File: config.mk
export PLATFORM = sky130hd
export DESIGN_NAME = small_matrix_multiply_unit_flat
export DESIGN_NICKNAME = d
export VERILOG_FILES = /design/src/design/smm_pkg.sv /design/src/design/smm_if.sv /design/src/design/small_matrix_multiply_unit.sv /design/src/design/smm_mem.sv /design/src/design/smm_mac.sv /design/src/design/smm_ctrl.sv /design/src/flat_wrapper.sv
export SDC_FILE = /design/constraint.sdc
export NUM_CORES = 2
export LEC_CHECK = 0
export ABC_AREA = 1
export BUFFER_PORTS_ARGS = -buffer_cell sky130_fd_sc_hd__buf_4
export CAP_MARGIN = 5
export CORE_UTILIZATION = 39
export CTS_CLUSTER_SIZE = 30
export DETAILED_ROUTE_END_ITERATION = 7
export HOLD_SLACK_MARGIN = 0.15
export SLEW_MARGIN = 20
export SYNTH_ARGS = -nofsm -noshare
export SYNTH_HDL_FRONTEND = slang
export SYNTH_SLANG_ARGS = --single-unit
File: constraint.sdc
create_clock -name clk -period 14.7 [get_ports clk]
set_input_delay 2.94 -clock clk [delete_from_list [all_inputs] [get_ports clk]]
set_output_delay 2.94 -clock clk [all_outputs]
set_load 0.02 [all_outputs]
File: src/design/smm_pkg.sv
`default_nettype none

package smm_pkg;

    typedef logic [1:0] func_t;

    localparam func_t FUNC_LOAD_A  = 2'd0;
    localparam func_t FUNC_LOAD_B  = 2'd1;
    localparam func_t FUNC_COMPUTE = 2'd2;

    typedef logic [1:0] reg_index_t;

    localparam reg_index_t REG_ROWS_A    = 2'd0;
    localparam reg_index_t REG_INNER_DIM = 2'd1;
    localparam reg_index_t REG_COLS_B    = 2'd2;

    localparam int CFG_W     = 4;
    localparam int VALUE_W   = 32;
    localparam int POS_W     = 3;
    localparam int PRODUCT_W = 2 * VALUE_W;

    localparam logic [CFG_W-1:0] DIM_RESET = 4'd4;

    typedef enum logic [1:0] {
        ST_IDLE,
        ST_NEXT,
        ST_ISSUE,
        ST_WAIT
    } ctrl_state_t;

    // One multiply-accumulate step travelling down the datapath.
    typedef struct packed {
        logic valid;
        logic first;
        logic last;
        logic use_prod;
    } mac_tok_t;

    typedef struct packed {
        logic                       valid;
        logic signed [VALUE_W-1:0]  value;
    } mac_res_t;

endpackage

`default_nettype wire

File: src/design/smm_if.sv
`default_nettype none

interface smm_in_if;
    import smm_pkg::*;

    logic                      valid;
    logic                      ready;
    func_t                     func;
    logic [POS_W-1:0]          elem_row;
    logic [POS_W-1:0]          elem_col;
    logic signed [VALUE_W-1:0] element_value;

    modport source (output valid, func, elem_row, elem_col, element_value, input ready);
    modport sink (input valid, func, elem_row, elem_col, element_value, output ready);
endinterface

interface smm_out_if;
    import smm_pkg::*;

    logic                      valid;
    logic                      ready;
    logic [POS_W-1:0]          out_row;
    logic [POS_W-1:0]          out_col;
    logic signed [VALUE_W-1:0] out_value;
    logic                      last;

    modport source (output valid, out_row, out_col, out_value, last, input ready);
    modport sink (input valid, out_row, out_col, out_value, last, output ready);
endinterface

`default_nettype wire

File: src/design/small_matrix_multiply_unit.sv
`default_nettype none

// Fixed-point product of A (rows_a x inner_dim) and B (inner_dim x cols_b), signed
// Q(31-FRAC_BITS).FRAC_BITS, each dimension up to MAX_DIM. A load word writes one
// element into the A or B memory when its row and column lie in range. A compute word
// emits the product elements in row-major order with last on the final one. Speed
// is set by the single shared 32x32 multiplier, which reads one A and one B element
// per cycle from the two single-read-port memories while an element is issued,
// plus the read, multiply, accumulate and output registers in the element loop; a
// new element starts only after the previous result is loaded into the output word.
// Sums are kept exactly, shifted right arithmetically and saturated to 32 bits.
// New words are taken only between compute runs.
module small_matrix_multiply_unit
    import smm_pkg::*;
#(
    parameter int MAX_DIM   = 4,
    parameter int FRAC_BITS = 16
)
(
    input  wire logic              clk,
    input  wire logic              rst_n,
    smm_in_if.sink                 items,
    smm_out_if.source              results,
    input  wire logic              cfg_we,
    input  wire reg_index_t        cfg_index,
    input  wire logic [CFG_W-1:0]  cfg_data
);

    localparam int DEPTH  = MAX_DIM * MAX_DIM;
    localparam int ADDR_W = (DEPTH > 1) ? $clog2(DEPTH) : 1;

    logic [CFG_W-1:0]   rows_a_reg;
    logic [CFG_W-1:0]   inner_dim_reg;
    logic [CFG_W-1:0]   cols_b_reg;
    logic               we_a;
    logic               we_b;
    logic [ADDR_W-1:0]  waddr;
    logic [VALUE_W-1:0] wdata;
    logic [ADDR_W-1:0]  raddr_a;
    logic [ADDR_W-1:0]  raddr_b;
    logic [VALUE_W-1:0] rdata_a;
    logic [VALUE_W-1:0] rdata_b;
    mac_tok_t           tok;
    mac_res_t           res;

    always_ff @(posedge clk or negedge rst_n)
    begin
        if (!rst_n)
        begin
            rows_a_reg    <= DIM_RESET;
            inner_dim_reg <= DIM_RESET;
            cols_b_reg    <= DIM_RESET;
        end
        else if (cfg_we)
        begin
            unique case (cfg_index)
                REG_ROWS_A:    rows_a_reg    <= cfg_data;
                REG_INNER_DIM: inner_dim_reg <= cfg_data;
                REG_COLS_B:    cols_b_reg    <= cfg_data;
                default:       ;
            endcase
        end
    end

    smm_ctrl #(
        .MAX_DIM (MAX_DIM),
        .ADDR_W  (ADDR_W)
    ) u_ctrl (
        .clk       (clk),
        .rst_n     (rst_n),
        .items     (items),
        .results   (results),
        .rows_a    (rows_a_reg),
        .inner_dim (inner_dim_reg),
        .cols_b    (cols_b_reg),
        .we_a      (we_a),
        .we_b      (we_b),
        .waddr     (waddr),
        .wdata     (wdata),
        .raddr_a   (raddr_a),
        .raddr_b   (raddr_b),
        .tok       (tok),
        .res       (res)
    );

    smm_mem #(
        .DEPTH  (DEPTH),
        .ADDR_W (ADDR_W)
    ) u_mem_a (
        .clk   (clk),
        .we    (we_a),
        .waddr (waddr),
        .wdata (wdata),
        .raddr (raddr_a),
        .rdata (rdata_a)
    );

    smm_mem #(
        .DEPTH  (DEPTH),
        .ADDR_W (ADDR_W)
    ) u_mem_b (
        .clk   (clk),
        .we    (we_b),
        .waddr (waddr),
        .wdata (wdata),
        .raddr (raddr_b),
        .rdata (rdata_b)
    );

    smm_mac #(
        .MAX_DIM   (MAX_DIM),
        .FRAC_BITS (FRAC_BITS)
    ) u_mac (
        .clk    (clk),
        .rst_n  (rst_n),
        .tok    (tok),
        .a_data (rdata_a),
        .b_data (rdata_b),
        .res    (res)
    );

endmodule

`default_nettype wire

File: src/design/smm_mem.sv
`default_nettype none

module smm_mem
    import smm_pkg::*;
#(
    parameter int DEPTH  = 16,
    parameter int ADDR_W = 4
)
(
    input  wire logic               clk,
    input  wire logic               we,
    input  wire logic [ADDR_W-1:0]  waddr,
    input  wire logic [VALUE_W-1:0] wdata,
    input  wire logic [ADDR_W-1:0]  raddr,
    output logic      [VALUE_W-1:0] rdata
);

    logic [VALUE_W-1:0] mem [DEPTH];

    always_ff @(posedge clk)
    begin
        if (we)
        begin
            mem[waddr] <= wdata;
        end
    end

    always_ff @(posedge clk)
    begin
        rdata <= mem[raddr];
    end

endmodule

`default_nettype wire

File: src/design/smm_mac.sv
`default_nettype none

module smm_mac
    import smm_pkg::*;
#(
    parameter int MAX_DIM   = 4,
    parameter int FRAC_BITS = 16
)
(
    input  wire logic               clk,
    input  wire logic               rst_n,
    input  wire mac_tok_t           tok,
    input  wire logic [VALUE_W-1:0] a_data,
    input  wire logic [VALUE_W-1:0] b_data,
    output mac_res_t                res
);

    // Room for the sum of MAX_DIM full-width products without loss.
    localparam int ACC_W = PRODUCT_W + $clog2(MAX_DIM + 1);

    mac_tok_t                    s1_reg;
    mac_tok_t                    s2_reg;
    logic signed [PRODUCT_W-1:0] prod_reg;
    logic signed [PRODUCT_W-1:0] prod_next;
    logic signed [ACC_W-1:0]     acc_reg;
    logic signed [ACC_W-1:0]     sum_reg;
    logic signed [ACC_W-1:0]     sum_next;
    logic                        sum_valid_reg;
    logic signed [ACC_W-1:0]     shifted;
    logic [ACC_W-32:0]           upper;

    // The token is registered in s1_reg so that it lines up with the registered read data.
    always_ff @(posedge clk or negedge rst_n)
    begin
        if (!rst_n)
        begin
            s1_reg        <= '0;
            s2_reg        <= '0;
            sum_valid_reg <= 1'b0;
        end
        else
        begin
            s1_reg        <= tok;
            s2_reg        <= s1_reg;
            sum_valid_reg <= s2_reg.valid && s2_reg.last;
        end
    end

    always_comb
    begin
        if (s1_reg.use_prod)
        begin
            prod_next = $signed(a_data) * $signed(b_data);
        end
        else
        begin
            prod_next = '0;
        end
        sum_next = (s2_reg.first ? ACC_W'(0) : acc_reg) + ACC_W'(prod_reg);
    end

    always_ff @(posedge clk)
    begin
        prod_reg <= prod_next;
        if (s2_reg.valid)
        begin
            acc_reg <= sum_next;
            if (s2_reg.last)
            begin
                sum_reg <= sum_next;
            end
        end
    end

    // Shift out the fraction bits, then clamp to the signed 32-bit range.
    always_comb
    begin
        shifted   = sum_reg >>> FRAC_BITS;
        upper     = shifted[ACC_W-1:31];
        res.valid = sum_valid_reg;
        if ((&upper) || !(|upper))
        begin
            res.value = shifted[VALUE_W-1:0];
        end
        else if (shifted[ACC_W-1])
        begin
            res.value = 32'sh8000_0000;
        end
        else
        begin
            res.value = 32'sh7FFF_FFFF;
        end
    end

endmodule

`default_nettype wire

File: src/design/smm_ctrl.sv
`default_nettype none

module smm_ctrl
    import smm_pkg::*;
#(
    parameter int MAX_DIM = 4,
    parameter int ADDR_W  = 4
)
(
    input  wire logic               clk,
    input  wire logic               rst_n,
    smm_in_if.sink                  items,
    smm_out_if.source               results,
    input  wire logic [CFG_W-1:0]   rows_a,
    input  wire logic [CFG_W-1:0]   inner_dim,
    input  wire logic [CFG_W-1:0]   cols_b,
    output logic                    we_a,
    output logic                    we_b,
    output logic [ADDR_W-1:0]       waddr,
    output logic [VALUE_W-1:0]      wdata,
    output logic [ADDR_W-1:0]       raddr_a,
    output logic [ADDR_W-1:0]       raddr_b,
    output mac_tok_t                tok,
    input  wire mac_res_t           res
);

    localparam int IDX_W = (MAX_DIM > 1) ? $clog2(MAX_DIM) : 1;
    localparam int DIM_W = $clog2(MAX_DIM + 1);

    ctrl_state_t               state_reg;
    ctrl_state_t               state_next;
    logic [IDX_W-1:0]          i_reg;
    logic [IDX_W-1:0]          i_next;
    logic [IDX_W-1:0]          j_reg;
    logic [IDX_W-1:0]          j_next;
    logic [IDX_W-1:0]          k_reg;
    logic [IDX_W-1:0]          k_next;
    logic [DIM_W-1:0]          nr_reg;
    logic [DIM_W-1:0]          nk_reg;
    logic [DIM_W-1:0]          nc_reg;
    logic [DIM_W-1:0]          nr_eff;
    logic [DIM_W-1:0]          nk_eff;
    logic [DIM_W-1:0]          nc_eff;
    logic                      capture_dims;
    logic                      out_valid_reg;
    logic                      out_valid_next;
    logic [POS_W-1:0]          out_row_reg;
    logic [POS_W-1:0]          out_col_reg;
    logic signed [VALUE_W-1:0] out_value_reg;
    logic                      out_last_reg;
    logic                      load_out;
    logic                      out_last_next;
    logic                      out_free;
    logic                      accept;
    logic                      in_range;
    logic                      k_last;
    logic                      j_last;
    logic                      i_last;

    function automatic logic [DIM_W-1:0] eff_dim(input logic [CFG_W-1:0] value);
        if (value > CFG_W'(MAX_DIM))
        begin
            return DIM_W'(MAX_DIM);
        end
        return DIM_W'(value);
    endfunction

    assign nr_eff   = eff_dim(rows_a);
    assign nk_eff   = eff_dim(inner_dim);
    assign nc_eff   = eff_dim(cols_b);
    assign accept   = items.valid && items.ready;
    assign out_free = !out_valid_reg || results.ready;
    assign in_range = (CFG_W'(items.elem_row) < CFG_W'(MAX_DIM))
                   && (CFG_W'(items.elem_col) < CFG_W'(MAX_DIM));

    assign we_a  = accept && (items.func == FUNC_LOAD_A) && in_range;
    assign we_b  = accept && (items.func == FUNC_LOAD_B) && in_range;
    assign waddr = ADDR_W'(32'(items.elem_row) * MAX_DIM + 32'(items.elem_col));
    assign wdata = items.element_value;

    assign raddr_a = ADDR_W'(32'(i_reg) * MAX_DIM + 32'(k_reg));
    assign raddr_b = ADDR_W'(32'(k_reg) * MAX_DIM + 32'(j_reg));

    assign k_last = (nk_reg == '0) || ((DIM_W'(k_reg) + DIM_W'(1)) == nk_reg);
    assign j_last = (DIM_W'(j_reg) + DIM_W'(1)) == nc_reg;
    assign i_last = (DIM_W'(i_reg) + DIM_W'(1)) == nr_reg;

    always_comb
    begin
        state_next    = state_reg;
        i_next        = i_reg;
        j_next        = j_reg;
        k_next        = k_reg;
        capture_dims  = 1'b0;
        load_out      = 1'b0;
        out_last_next = 1'b0;
        items.ready   = 1'b0;
        tok           = '0;

        unique case (state_reg)
            ST_IDLE:
            begin
                items.ready = 1'b1;
                if (accept && (items.func == FUNC_COMPUTE))
                begin
                    capture_dims = 1'b1;
                    i_next       = '0;
                    j_next       = '0;
                    k_next       = '0;
                    // An empty product finishes on the spot.
                    if ((nr_eff != '0) && (nc_eff != '0))
                    begin
                        state_next = ST_NEXT;
                    end
                end
            end
            ST_NEXT:
            begin
                // Start an element only once the output word is free, so its
                // result always finds room.
                if (out_free)
                begin
                    state_next = ST_ISSUE;
                end
            end
            ST_ISSUE:
            begin
                tok.valid    = 1'b1;
                tok.first    = (k_reg == '0);
                tok.last     = k_last;
                tok.use_prod = (nk_reg != '0);
                if (k_last)
                begin
                    k_next     = '0;
                    state_next = ST_WAIT;
                end
                else
                begin
                    k_next = k_reg + IDX_W'(1);
                end
            end
            ST_WAIT:
            begin
                if (res.valid)
                begin
                    load_out = 1'b1;
                    if (j_last)
                    begin
                        j_next = '0;
                        if (i_last)
                        begin
                            out_last_next = 1'b1;
                            state_next    = ST_IDLE;
                        end
                        else
                        begin
                            i_next     = i_reg + IDX_W'(1);
                            state_next = ST_NEXT;
                        end
                    end
                    else
                    begin
                        j_next     = j_reg + IDX_W'(1);
                        state_next = ST_NEXT;
                    end
                end
            end
            default:
            begin
                state_next = ST_IDLE;
            end
        endcase

        if (load_out)
        begin
            out_valid_next = 1'b1;
        end
        else if (results.ready)
        begin
            out_valid_next = 1'b0;
        end
        else
        begin
            out_valid_next = out_valid_reg;
        end
    end

    always_ff @(posedge clk or negedge rst_n)
    begin
        if (!rst_n)
        begin
            state_reg     <= ST_IDLE;
            i_reg         <= '0;
            j_reg         <= '0;
            k_reg         <= '0;
            out_valid_reg <= 1'b0;
        end
        else
        begin
            state_reg     <= state_next;
            i_reg         <= i_next;
            j_reg         <= j_next;
            k_reg         <= k_next;
            out_valid_reg <= out_valid_next;
        end
    end

    always_ff @(posedge clk)
    begin
        if (capture_dims)
        begin
            nr_reg <= nr_eff;
            nk_reg <= nk_eff;
            nc_reg <= nc_eff;
        end
        if (load_out)
        begin
            out_row_reg   <= POS_W'(i_reg);
            out_col_reg   <= POS_W'(j_reg);
            out_value_reg <= res.value;
            out_last_reg  <= out_last_next;
        end
    end

    assign results.valid     = out_valid_reg;
    assign results.out_row   = out_row_reg;
    assign results.out_col   = out_col_reg;
    assign results.out_value = out_value_reg;
    assign results.last      = out_last_reg;

`ifndef NO_ASSERTIONS
    a_res_in_wait: assert property (@(posedge clk) disable iff (!rst_n)
        res.valid |-> (state_reg == ST_WAIT))
        else $error("product element finished outside of the wait state");

    a_res_has_room: assert property (@(posedge clk) disable iff (!rst_n)
        res.valid |-> (!out_valid_reg || results.ready))
        else $error("product element finished while the output word was full");

    a_out_from_res: assert property (@(posedge clk) disable iff (!rst_n)
        $rose(out_valid_reg) |-> $past(res.valid))
        else $error("output word appeared without a finished product element");

    a_k_in_range: assert property (@(posedge clk) disable iff (!rst_n)
        ((state_reg == ST_ISSUE) && (nk_reg != '0)) |-> (DIM_W'(k_reg) < nk_reg))
        else $error("inner index ran past the inner dimension");
`endif

endmodule

`default_nettype wire
File: src/flat_wrapper.sv
// flat-port wrapper written by rule: the top's interface ports become plain ports
module small_matrix_multiply_unit_flat import smm_pkg::*;
#(
    parameter int MAX_DIM   = 4,
    parameter int FRAC_BITS = 16
)
  (clk, rst_n, cfg_we, cfg_index, cfg_data, items_valid, items_func, items_elem_row, items_elem_col, items_element_value, items_ready, results_valid, results_out_row, results_out_col, results_out_value, results_last, results_ready);
  smm_in_if items_i ();
  smm_out_if results_i ();
  input  wire logic clk;
  input  wire logic rst_n;
  input  wire logic cfg_we;
  input  wire reg_index_t cfg_index;
  input  wire logic [CFG_W-1:0] cfg_data;
  input wire logic [$bits(items_i.valid)-1:0] items_valid;
  input wire logic [$bits(items_i.func)-1:0] items_func;
  input wire logic [$bits(items_i.elem_row)-1:0] items_elem_row;
  input wire logic [$bits(items_i.elem_col)-1:0] items_elem_col;
  input wire logic [$bits(items_i.element_value)-1:0] items_element_value;
  output wire logic [$bits(items_i.ready)-1:0] items_ready;
  output wire logic [$bits(results_i.valid)-1:0] results_valid;
  output wire logic [$bits(results_i.out_row)-1:0] results_out_row;
  output wire logic [$bits(results_i.out_col)-1:0] results_out_col;
  output wire logic [$bits(results_i.out_value)-1:0] results_out_value;
  output wire logic [$bits(results_i.last)-1:0] results_last;
  input wire logic [$bits(results_i.ready)-1:0] results_ready;
  assign items_i.valid = items_valid;
  assign items_i.func = items_func;
  assign items_i.elem_row = items_elem_row;
  assign items_i.elem_col = items_elem_col;
  assign items_i.element_value = items_element_value;
  assign items_ready = items_i.ready;
  assign results_valid = results_i.valid;
  assign results_out_row = results_i.out_row;
  assign results_out_col = results_i.out_col;
  assign results_out_value = results_i.out_value;
  assign results_last = results_i.last;
  assign results_i.ready = results_ready;
  small_matrix_multiply_unit #(.MAX_DIM(MAX_DIM), .FRAC_BITS(FRAC_BITS)) u_core (.clk(clk), .rst_n(rst_n), .items(items_i), .results(results_i), .cfg_we(cfg_we), .cfg_index(cfg_index), .cfg_data(cfg_data));
endmodule
Yosys cells after proc, flatten, opt, wreduce, memory -nomap -nowiden:

Memory sizes are Yosys's and may differ from the RTL's. A register that Yosys moved wholly into a read port is not among the register bits.
Cells that the tools add are included.

* RAM bits: 1024
* register bits: 273
* input port bits: 51
* memories kept: 2
* word-level logic and storage cells: 140

* $mul: 1
* order comparisons: 5
* mux-type cells: 43
* reduce and logical (&&, ||, !) cells: 36
* equal/unequal tests: 17
* add/sub/neg operators: 10

Memory list
* u_core.u_mem_a.mem: depth 16, bits a word 32, read ports 1, clocked after Yosys merged registers in 1, wr ports 1, RTL line smm_mem.sv:18 `logic [VALUE_W-1:0] mem [DEPTH];`
* u_core.u_mem_b.mem: depth 16, bits a word 32, read ports 1, clocked after Yosys merged registers in 1, wr ports 1, RTL line smm_mem.sv:18

Operators with widths (number)
* adder 67 x 64 -> 67 bit: 1
* two-way mux 67 bit: 1
* multiplier 32 x 32 -> 64 bit: 1
* two-way mux 32 bit: 2
* two-way mux 2 bit: 13
* AND reduction 20 bit: 1
* OR reduction 20 bit: 1
* two-way mux 3 bit: 6
* two-way mux 1 bit: 16
* != test 2 bit (second input constant): 7
* > comparator 4 x 3 -> 1 bit (second input constant): 3
* one-hot mux 2 bit (2 select lines): 3
* AND reduction 2 bit: 5
* AND reduction 5 bit: 2
* adder 2 x 1 -> 3 bit (second input constant): 3
* equality test 3 bit: 3
* logical AND 1 bit: 9
* nonzero test 3 bit: 3
* adder 4 x 2 -> 4 bit: 2
* equality test 2 bit (second input constant): 4
* zero test 2 bit: 4
* one-hot mux 2 bit (4 select lines): 1
* adder 2 x 1 -> 2 bit (second input constant): 3
* equality test 2 x 1 -> 1 bit (second input constant): 3
* 8 further kinds: 15

Logic depth before layout (Yosys ltp):

* depth after elaboration: 8
* depth in mapped cells: 34

Hierarchy:

A second synthesis with hierarchy kept.

* cell total of the unflattened synthesis: 11231
* area total of the unflattened synthesis: 99276.5 um2

Modules (own cells, without submodules)
* smm_mac: cells an instance 6697, times used 1, area each 50657.3 um2
* smm_mem at u_core.u_mem_a: cells an instance 2122, times used 1, area each 22731.8 um2
* smm_mem at u_core.u_mem_b: cells an instance 2120, times used 1, area each 22730.6 um2
* smm_ctrl: cells an instance 237, times used 1, area each 2636.3 um2
* small_matrix_multiply_unit: cells an instance 55, times used 1, area each 520.5 um2

Worst setup path before layout:

No wires, ideal clock.

* path kind: reg2reg
* from: register u_core.u_mem_a.rdata[31] (read register of u_core.u_mem_a.mem)
* to: register u_core.u_mac.prod_reg[62]
* arrival time: 6977 ps
* data required time: 14585 ps
* library setup time: 115 ps
* setup slack: 7608 ps
* path buffers: 1
* cell stages (with the launch flop): 24
* path through: dfxtp_1 > clkbuf_1 > nand2_1 > fa_1 > fa_1 > inv_1 > fa_1 > fa_1 > inv_1 > fa_1 > inv_1 > fa_1 > inv_1 > fa_1 > inv_1 > fa_1 > ha_1 > nand2_1 > nor2_1 > nand2_1 > nor4_1 > nand2_1 > a21oi_1 > nor2_1

* word-level cells in the longest chain between the ends: 1

Ends and longest elaborated chain
* start, declared: RTL line smm_mem.sv:15 `output logic [VALUE_W-1:0] rdata`
* multiplier 32 x 32 -> 64 bit: RTL line smm_mac.sv:53 `prod_next = $signed(a_data) * $signed(b_data);`
* end signal, assigned: RTL line smm_mac.sv:64 `prod_reg <= prod_next;`
* end, declared: RTL line smm_mac.sv:23 `logic signed [PRODUCT_W-1:0] prod_reg;`

No other way between the ends.
A chain may end at the register's enable or synchronous reset.

Worst setup path after layout:

* from: register u_core.u_mem_b.rdata[3] (read register of u_core.u_mem_b.mem)
* to: register u_core.u_mac.prod_reg[51]

* word-level cells in the longest chain between the ends: 1

Ends and longest elaborated chain (RTL line)
* start, declared: smm_mem.sv:15
* multiplier 32 x 32 -> 64 bit: smm_mac.sv:53

No other way between the ends.

==> results.toml <==
[drt]
post_drt_wl_per_cell_um = 20.76
vias = 65680
drc = 0
first_iter_violations = 5140
viasPerCell = 5.089
routed_wl_mm = 268.0
first_pass_iters = 5
ant_nets = 0

[clocking]
clk_path_buf_depth = 3
cts.clk_slew.worst_paths_ns = 0.07
post_cts_buffers = 0
htreeDepth = 4
cts_tree = "yes"
cts_made_buffers = 147
cts_resized = 0
clock_latency_ns = 0.84
cts_sinks = 1345
clockRootBuffer = "clkbuf_16"
cts_hold_buf = 0

[finish]
nets = 10990
fillCellCount = 23040
instances_no_fill = 12910
syn2layout_area_growth_pct = 9.696
drive_above_1_share = 0.05721

[global_routing]
grt_pass1_vias = 69270
grt_first_pass_wirelength_mm = 414.2
grt_overflow_total = 0
grt_usage = 0.2225
antenna_found_initial = 17
grt_max_degree = 167

[synthesis]
async_flop_share = 0.02156
syn_area_mm2 = 0.09444
syn_avg_cell_area_um2 = 9.788
synth_cells = 9648
yosysTopAreaCellShare = 0.3778
synth_cell_types = 53
ys_seq_area_frac = 0.4126
synthTopCellsByCount = "2156 x inv_1, 1931 x nand2_1, 1188 x edfxtp_1, 1083 x fa_1, 722 x nor2_1"
synth.ff_latch_count = 1345
synth_edf_count = 1188
yosys-top-cells-area = "edfxtp_1 38%, fa_1 23%, inv_1 8.6%, nand2_1 7.7%, ha_1 3.4%"
yosysMostFrequentCell = "inv_1"
synth_top_area_cell = "edfxtp_1"
yosys_warnings = 0
ys.flop_type = "edfxtp_1"

[run_status]
status = "finished, final reports clean"

[critical_path]
crit_path_start_kind = "flip-flop"
cp_max_fo = 32
crit_path_frequent_cell = "fa_1"
cp.required_ns = 15.39
critPathArrivalTime_ns = 8.70
max_stage_delay_ns = 0.82
end_kind = "flip-flop"
worstSetupPathType = "reg -> reg"
critical_path.slowest_cell = "fa_1"

[sta]
clock-skew-final_ns = 0.06362
grt_setup_unrepaired = "no"
final_max_slew_viol_count = 0
finalSetupTns_ns = 0
finalHoldViolCount = 0
max-slew-margin-rel = 0.2588
tightest_slew_ns = 1.112
min_period_ns = 8.014
fmax_mhz = 124.8
setup_viol = 0
whs_ns = 0.3461
finalCritPeriodShare = 0.5451

[die]
pin_count = 92
core_area_mm2 = 0.2405
dieWidth_um = 494.1
row_count = 180
dieArea_mm2 = 0.2441
die_y_um = 494.1
start_util = 0.3926

[placement]
dpl.cell_count = 12630
gp_congestion = 0.9437
hpwl_mm = 190.6
io_buffers = 89

[run]
maxCapViolCount = 0

[worst_hold_path]
hold_class = "reg -> reg"
-- area by class of cell --
type / count / area [µm²] / area share
well taps: 3185 / 3985 / 0.03847
diodes: 3 / 7.507 / 0.00007247
clock inverters: 81 / 1095 / 0.01057
multi-input cells: 5730 / 45810 / 0.4422
clock buffers: 190 / 3953 / 0.03815
flip-flops and latches: 1345 / 38990 / 0.3764
inverters: 2159 / 8117 / 0.07835
repair buffers: 214 / 1632 / 0.01575
-- worst max-delay path, delay by kind of cell (launching register included) --
kind                       cells  cell delay (ns)
adders and majority gates      9             4.87
and+or+nand+nor               10             1.39
buffers and inverters          6             0.82
DFF                            1             0.76
-- final timing paths --
kind | start | end | slack (ns) | cells past startpoint
worst min-delay path | u_core.u_mac.s1_reg[1] | u_core.u_mac.s2_reg[1] | 0.35 | 0
worst min register to register | u_core.u_mac.s1_reg[1] | u_core.u_mac.s2_reg[1] | 0.35 | 0
worst max register to register | u_core.u_mem_b.rdata[3] | u_core.u_mac.prod_reg[51] | 6.69 | 25
min in group asynchronous | rst_n | u_core.u_mac.sum_valid_reg | 2.03 | 1
max in group asynchronous | rst_n | u_core.inner_dim_reg[2] | 12.35 | 1
worst max-delay path | u_core.u_mem_b.rdata[3] | u_core.u_mac.prod_reg[51] | 6.69 | 25
-- cell usage in the layout, fill, tap and decap left out, drive strengths merged, types with 55 or more instances in the layout --
master / instances
nand2: 1956
ha: 259
clkbuf: 190
nand3: 196
o221ai: 105
clkinv: 55
inv: 2165
mux2i: 129
buf: 214
dfxtp: 128
o21ai: 564
o211ai: 153
edfxtp: 1188
fa: 1083
a21oi: 324
nor2: 734
-- per-layer routing --
layer	track usage	routed length, µm	part of all wire
met5	0	80	0.00030
met4	0.07788	8802	0.033
met3	0.02725	14340	0.053
met2	0.3883	133900	0.50
met1	0.2839	110900	0.41
-- kinds of logic after synthesis --
family | synth area share
XOR/XNOR | 0.004266
AND/OR/NAND/NOR | 0.1262
other | 0.00003971
flip-flops | 0.4126
AO/OA/AOI/OAI | 0.07437
multiplexers | 0.01367
buffers and inverters | 0.1049
adder cells (fa/ha/maj) | 0.2639
-- through the flow --
stage | worst slack (ns) | utilization | cell area (µm²)
2_1_floorplan | 7.608 | - | 94440
4_1_cts | 6.252 | 0.4306 | 103600
3_5_place_dp | 6.277 | 0.4097 | 98540
6_report | 6.686 | 0.4307 | 103600
5_1_grt | 6.120 | 0.4307 | 103600
3_3_place_gp | 6.349 | 0.4097 | 98530
Power is not shown: default switching activity piles up to over one toggle a cycle in this logic, so the estimate is an artifact.
